<file path="src/ffsic_pkg.sv">
// shared types and constants for the firmware file integrity checker
package ffsic_pkg;

  localparam int unsigned HdrLen = 24;

  localparam logic [23:0] OfsFileSum = 24'd17;
  localparam logic [23:0] OfsAttr    = 24'd19;
  localparam logic [23:0] OfsSize0   = 24'd20;
  localparam logic [23:0] OfsSize1   = 24'd21;
  localparam logic [23:0] OfsSize2   = 24'd22;
  localparam logic [23:0] OfsState   = 24'd23;
  localparam logic [23:0] HdrLast    = 24'(HdrLen - 1);
  localparam logic [23:0] HdrSize    = 24'(HdrLen);

  localparam logic [7:0] AttrChecksum = 8'h40;
  localparam logic [7:0] FixedSum     = 8'hAA;

  typedef enum logic [2:0] {
    ST_OK         = 3'd0,
    ST_BLANK      = 3'd1,
    ST_HDR_BAD    = 3'd2,
    ST_DATA_BAD   = 3'd3,
    ST_FIXED_BAD  = 3'd4,
    ST_SIZE_SMALL = 3'd5
  } status_t;

  typedef struct packed {
    logic [7:0] byte_value;
    logic       start_of_file;
  } in_item_t;

  typedef struct packed {
    status_t     status;
    logic [23:0] file_size;
  } out_item_t;

endpackage

</file>
<file path="src/ffsic_scan.sv">
// per-byte header and data scan with running sums and the verdict decision
module ffsic_scan (
  input  logic                 clk,
  input  logic                 rst,
  input  logic                 fire,
  input  ffsic_pkg::in_item_t  in_data,
  input  logic                 erase_polarity,
  output logic                 res_valid,
  output ffsic_pkg::out_item_t res_data
);

  logic [23:0] byte_index, byte_index_next;
  logic [7:0]  header_sum, header_sum_next;
  logic [7:0]  data_sum, data_sum_next;
  logic [7:0]  stored_file_checksum, stored_file_checksum_next;
  logic [7:0]  attribute_bits, attribute_bits_next;
  logic [23:0] size_field, size_field_next;
  logic        all_blank, all_blank_next;
  logic        verdict_given, verdict_given_next;

  logic        start;
  logic        active;
  logic [7:0]  b;
  logic [7:0]  erased;
  logic [7:0]  data_total;
  logic        last_data;

  assign b      = in_data.byte_value;
  assign start  = in_data.start_of_file;
  assign active = fire && (start || !verdict_given);
  assign erased = erase_polarity ? 8'hFF : 8'h00;

  always_comb begin
    byte_index_next           = start ? 24'd0 : byte_index;
    header_sum_next           = start ? 8'd0 : header_sum;
    data_sum_next             = start ? 8'd0 : data_sum;
    stored_file_checksum_next = start ? 8'd0 : stored_file_checksum;
    attribute_bits_next       = start ? 8'd0 : attribute_bits;
    size_field_next           = start ? 24'd0 : size_field;
    all_blank_next            = start ? 1'b1 : all_blank;
    verdict_given_next        = start ? 1'b0 : verdict_given;
    res_valid                 = 1'b0;
    res_data.status           = ffsic_pkg::ST_OK;
    data_total                = 8'd0;
    last_data                 = 1'b0;

    if (byte_index_next < ffsic_pkg::HdrSize) begin
      if (b != erased) all_blank_next = 1'b0;
      if (byte_index_next != ffsic_pkg::OfsFileSum && byte_index_next != ffsic_pkg::OfsState)
        header_sum_next = header_sum_next + b;
      if (byte_index_next == ffsic_pkg::OfsFileSum) stored_file_checksum_next = b;
      if (byte_index_next == ffsic_pkg::OfsAttr) attribute_bits_next = b;
      if (byte_index_next == ffsic_pkg::OfsSize0) size_field_next[7:0] = b;
      if (byte_index_next == ffsic_pkg::OfsSize1) size_field_next[15:8] = b;
      if (byte_index_next == ffsic_pkg::OfsSize2) size_field_next[23:16] = b;

      if (byte_index_next == ffsic_pkg::HdrLast) begin
        if (all_blank_next) begin
          res_valid       = 1'b1;
          res_data.status = ffsic_pkg::ST_BLANK;
        end else if (header_sum_next != 8'd0) begin
          res_valid       = 1'b1;
          res_data.status = ffsic_pkg::ST_HDR_BAD;
        end else if ((attribute_bits_next & ffsic_pkg::AttrChecksum) != 8'd0) begin
          if (size_field_next < ffsic_pkg::HdrSize) begin
            res_valid       = 1'b1;
            res_data.status = ffsic_pkg::ST_SIZE_SMALL;
          end else if (size_field_next == ffsic_pkg::HdrSize) begin
            res_valid       = 1'b1;
            res_data.status = (stored_file_checksum_next == 8'd0) ?
                              ffsic_pkg::ST_OK : ffsic_pkg::ST_DATA_BAD;
          end
        end else begin
          res_valid       = 1'b1;
          res_data.status = (stored_file_checksum_next == ffsic_pkg::FixedSum) ?
                            ffsic_pkg::ST_OK : ffsic_pkg::ST_FIXED_BAD;
        end
      end
    end else begin
      data_sum_next = data_sum_next + b;
      data_total    = data_sum_next + stored_file_checksum_next;
      last_data     = ({1'b0, byte_index_next} + 25'd1) >= {1'b0, size_field_next};
      if (last_data) begin
        res_valid       = 1'b1;
        res_data.status = (data_total == 8'd0) ? ffsic_pkg::ST_OK : ffsic_pkg::ST_DATA_BAD;
      end
    end

    res_data.file_size = size_field_next;
    byte_index_next    = byte_index_next + 24'd1;
    if (res_valid) verdict_given_next = 1'b1;
    res_valid = res_valid && active;
  end

  always_ff @(posedge clk) begin
    if (rst) begin
      byte_index           <= 24'd0;
      header_sum           <= 8'd0;
      data_sum             <= 8'd0;
      stored_file_checksum <= 8'd0;
      attribute_bits       <= 8'd0;
      size_field           <= 24'd0;
      all_blank            <= 1'b1;
      verdict_given        <= 1'b1;
    end else if (active) begin
      byte_index           <= byte_index_next;
      header_sum           <= header_sum_next;
      data_sum             <= data_sum_next;
      stored_file_checksum <= stored_file_checksum_next;
      attribute_bits       <= attribute_bits_next;
      size_field           <= size_field_next;
      all_blank            <= all_blank_next;
      verdict_given        <= verdict_given_next;
    end
  end

endmodule
</file>
<file path="config.mk">
export PLATFORM = sky130hd
export DESIGN_NAME = ffsic_scan
export DESIGN_NICKNAME = d
export VERILOG_FILES = /design/src/ffsic_pkg.sv /design/src/ffsic_scan.sv
export SDC_FILE = /design/constraint.sdc
export NUM_CORES = 1
export LEC_CHECK = 0
export BUFFER_PORTS_ARGS = -buffer_cell sky130_fd_sc_hd__buf_2
export CORE_ASPECT_RATIO = 0.8
export CORE_MARGIN = 2
export CORE_UTILIZATION = 60
export CTS_CLUSTER_DIAMETER = 30
export DETAILED_ROUTE_END_ITERATION = 6
export PLACE_DENSITY_LB_ADDON = 0.25
export SETUP_SLACK_MARGIN = 0.2
export SLEW_MARGIN = 20
export SYNTH_ARGS = -nofsm -noshare
export SYNTH_HDL_FRONTEND = slang
export SYNTH_SLANG_ARGS = --single-unit
</file>
<file path="constraint.sdc">
create_clock -name clk -period 9.3 [get_ports clk]
set_clock_uncertainty 0.1 [all_clocks]
set_input_delay 2.325 -clock clk [delete_from_list [all_inputs] [get_ports clk]]
set_output_delay 2.325 -clock clk [all_outputs]
set_load 0.01 [all_outputs]
</file>
# After elaboration in Yosys (flattened, before gate mapping)
# Cells that the tools add are included.
totals:
  reg_bits: 82
  inputBits: 13
  out_inout_bits: 28
  wordCells: 86
classes:
  addsub: 5
  order_cmp: 3
  n_eq_ne: 11
  n_mux: 49
  n_reduce_logical: 10
op_table:
  columns: ["cell", "n"]
  rows:
  - ["$eq 24x5->1 const B", 7]
  - ["$mux 8", 21]
  - ["$mux 24", 3]
  - ["$lt 24x5->1 const B", 2]
  - ["$ne 24x5->1 const B", 2]
  - ["$add 24x1->25 const B", 1]
  - ["$ge 25x24->1", 1]
  - ["$add 24x1->24 const B", 1]
  - ["$add 8x8->8", 3]
  - ["$mux 3", 7]
  - ["$logic_not 8->1", 2]
  - ["$mux 1", 14]
  - ["$eq 8x8->1 const B", 1]
  - ["$mux 2", 4]
  - ["$ne 8x8->1", 1]
  - ["$reduce_bool 8->1", 1]
  - ["$logic_and 1x1->1", 3]
  - ["$reduce_and 2->1", 1]
  - ["$reduce_bool 2->1", 1]
  - ["$logic_not 1->1", 1]
  - ["$logic_or 1x1->1", 1]

# Logic depth before layout (Yosys ltp)
depth:
  ltp_word: 14
  mapped_depth: 20
  mapped_depth_nobuf: 17

# Worst setup path after synthesis
# No wires, ideal clock.
synth_path:
  path_type: "in2out"
  start: "input port in_data[0] (netlist bit)"
  end: "output port res_data[25] (netlist bit)"
  t_arrival_ns: 6.023
  required_ns: 6.875
  slack_ns: 0.852
  path_stages: 20
  path_buffers: 4
  path_cell_list: "clkbuf_1 > clkbuf_1 > clkbuf_1 > buf_1 > nor2b_1 > ha_1 > fa_1 > nand2_1 > nand2_1 > a21oi_1 > xnor2_1 > ha_1 > nand3_1 > o211ai_1 > nor4_1 > nor3_1 > xor2_1 > xnor2_1 > a41o_1 > o31ai_1"
synth_lines:
  columns: ["item", "line", "rtl"]
  rows:
  - ["start, declared", "ffsic_scan.sv:6", "input ffsic_pkg::in_item_t in_data,"]
  - ["end, declared", "ffsic_scan.sv:9", "output ffsic_pkg::out_item_t res_data"]

# Worst setup path after layout
layout_path:
  start: "input port in_data[0] (netlist bit)"
  end: "output port res_valid"
layout_between:
  elab_chain_cells: 13
  word_cells_on_any_way: 43
  classes_between: "add/sub: 2; order compare: 3; eq/ne: 8; mux: 25; reduce/logical: 5"
layout_lines:
  columns: ["item", "line", "rtl"]
  rows:
  - ["parallel branches: the longest is 12 deep, another holds $lt 24x5->1", null, null]
  - ["$logic_and 1x1->1 (*)", "ffsic_scan.sv:92", "res_valid = res_valid && active;"]
  - ["end, declared", "ffsic_scan.sv:8", "output logic res_valid,"]
# Every way passes the cells marked *. The select of a mux whose other input is x is not followed.

==> results.txt <==
status: finished, final reports clean
clk slew on worst S/H paths: 50 ps
count of pins over their slew limit: 0
most frequent cells in the layout: nand2_1, nor2_1, a21oi_1
full die area: 10,500 um^2
root buffer cell: clkbuf_16
FILL cells: 838
leading cell type in the layout, fill and taps excluded: nand2_1
critical path class: input port to output port
cts hold-fix bufs: 0
final-report setup violation count: 0
initial antenna violation count: 0
CTS tree: yes
I/O Buffers: 40
Initial Util: 61.0%
crit path DAT: 5970 ps
number of flops mapped to enable cells by yosys: 0
Synth async-reset ratio: 0%
Die H: 92 um
PwrDens: 127 nW/um^2
DRC: 0
Leakage: 0.00241 uW
DR WL/cell: 18.2 um
Core ar.: 9530 um^2
mean number of vias per cell: 6.39
max_cap viols: 0
FF+latch count, synth: 75
routability cong.: 0.995
Nets: 889
RSZ-0062 raised after global routing: false
f_max: 0.119 GHz
area leader, netlist: dfxtp_1
worst hold path type: flop to flop
placed inst area: 6050 um^2
register area share after synthesis: 25.9%
drt pass-1 iters: 6
CTS buffer count: 9
Mean Syn Cell Area: 7.10 um^2
worst path required time: 6880 ps
P&R area growth vs syn: 9.76%
synthesized net count: 878
layout cell share with drive strength beyond 1: 9.47%
VDD IR-drop max: 0.0809 mV
GRT overflow: 0
Clock Latency Late Sink: 350 ps
setup repair bufs after CTS: 0
PostCTS Resize Cnt: 0
Final Hold Vio Count: 0
critical path peak fanout: 19
main flop type after synthesis: dfxtp_1
endpoint class of the critical path: output port
ANT nets after route: 0
worst-margin pin slew: 853 ps
period utilization: 90.2%
Total GRT Usage: 33.9%
synth warn: 0
drt total wl: 17,300 um
H-Tree Level Count: 3
pin count of the biggest net entering global routing: 76
hpwl dp: 11,900 um
first-pass GRT wire length: 28,200 um
Post-Synthesis Cell Area: 5810 um^2
Netlist cell types: 60
Top Ports: 41
Core Rows: 32
Diodes inserted: 0
TNS Setup: 0 ps
minimum clock period: 8390 ps
DR iter-0 viols: 560
number of global-route vias before repair: 5,778
clock sink count: 75
top cells by area, synth: dfxtp_1, nand2_1, ha_1
synthesized instance count: 818
relative slew slack: 43.2%
share of the synthesized area in the top cell type: 25.9%
chip width: 114 um
startpoint types: input port
Bufs on Longest Clock Path: 2
via count: 6,087
post-route cell area: 6370 um^2
[Yosys cell counts, types with 3 or more instances]
cell / number
o21bai_1: 3
a21oi_1: 76
nand2_1: 169
mux2i_1: 10
nor2_1: 77
buf_2: 3
or4_1: 9
and3_1: 4
ha_1: 44
nor2b_1: 24
o21ai_1: 7
fa_1: 3
nand4_1: 13
o21a_1: 6
or3_1: 7
a31oi_1: 4
a22oi_1: 20
inv_1: 15
dfxtp_1: 75
a211oi_1: 8
xnor2_1: 25
nor4_1: 18
nand3_1: 16
o211ai_1: 6
nand2b_1: 8
o31ai_1: 3
xor2_1: 16
nor3_1: 15
clkbuf_1: 41
o21ai_0: 49
[final cells by class]
| class | count | area [um^2] | share of cell area, % |
|---|---|---|---|
| timing repair buffer | 50 | 275 | 4.32 |
| multi-input combinational | 677 | 4060 | 63.7 |
| inverter | 16 | 60.1 | 0.942 |
| tap | 119 | 149 | 2.34 |
| clock inverter | 5 | 75.1 | 1.18 |
| clock buffer | 11 | 253 | 3.96 |
| sequential | 75 | 1500 | 23.6 |
[cells by family after synthesis]
group / Yosys count / synth area share [%]
flops: 75 / 25.9
simple gates: 385 / 31.6
buf+inv: 66 / 4.61
mux: 10 / 1.72
fa+ha+maj: 47 / 10.5
xor+xnor: 41 / 6.18
compound gates: 194 / 19.5
[critical path: stages]
cell	delay, ps
buf_2	220
nor4b_2	570
and4_1	350
and2_1	240
nand2_1	100
xor2_1	150
nor2_1	60
ha_1	330
a21oi_1	150
o21ai_0	100
nor4_1	210
a21oi_1	70
o21a_1	170
o21ai_0	420
nand3b_1	170
and3_1	190
buf_2	130
[metrics by stage]
stage	util [%]	std cells	total power [uW]	setup WS [ps]	hold slack, ps
finish	66.9	953	808	909	358
global route	66.9	953	831	489	383
CTS	66.9	953	807	979	360
detailed placement	63.5	937	422	994	353
global placement	63.5	937	419	1220	335
floorplan	-	818	396	852	327
[report_power, final]
group / internal, uW / switching, uW
Sequential: 325 / 3.40
Combinational: 27.3 / 61.4
Clock: 248 / 143
Total: 601 / 208
[layer usage]
layer / vias to the layer above / part of all wire (%) / track usage (%)
li1: 2908 / - / -
met5: - / 0 / 0
met2: 303 / 44 / 52.4
met1: 2806 / 42 / 44.7
met4: 0 / 4.3 / 17.3
met3: 70 / 9.2 / 6.94
[path summary, 6_finish.rpt]
check,startpoint,to,slack [ps],cells past startpoint
max,in_data[0],res_valid,910,17
min,size_field[9],size_field[9],360,2
max reg2reg,byte_index[0],verdict_given,4080,17
min reg2reg,size_field[9],size_field[9],360,2
[flip-flops by register name, indices dropped and copies added (netlist names)]
name                  count
attribute_bits            1
data_sum                  8
header_sum                8
stored_file_checksum      8
byte_index               24
all_blank                 1
size_field               24
verdict_given             1
(Power assumes the default switching activity.)
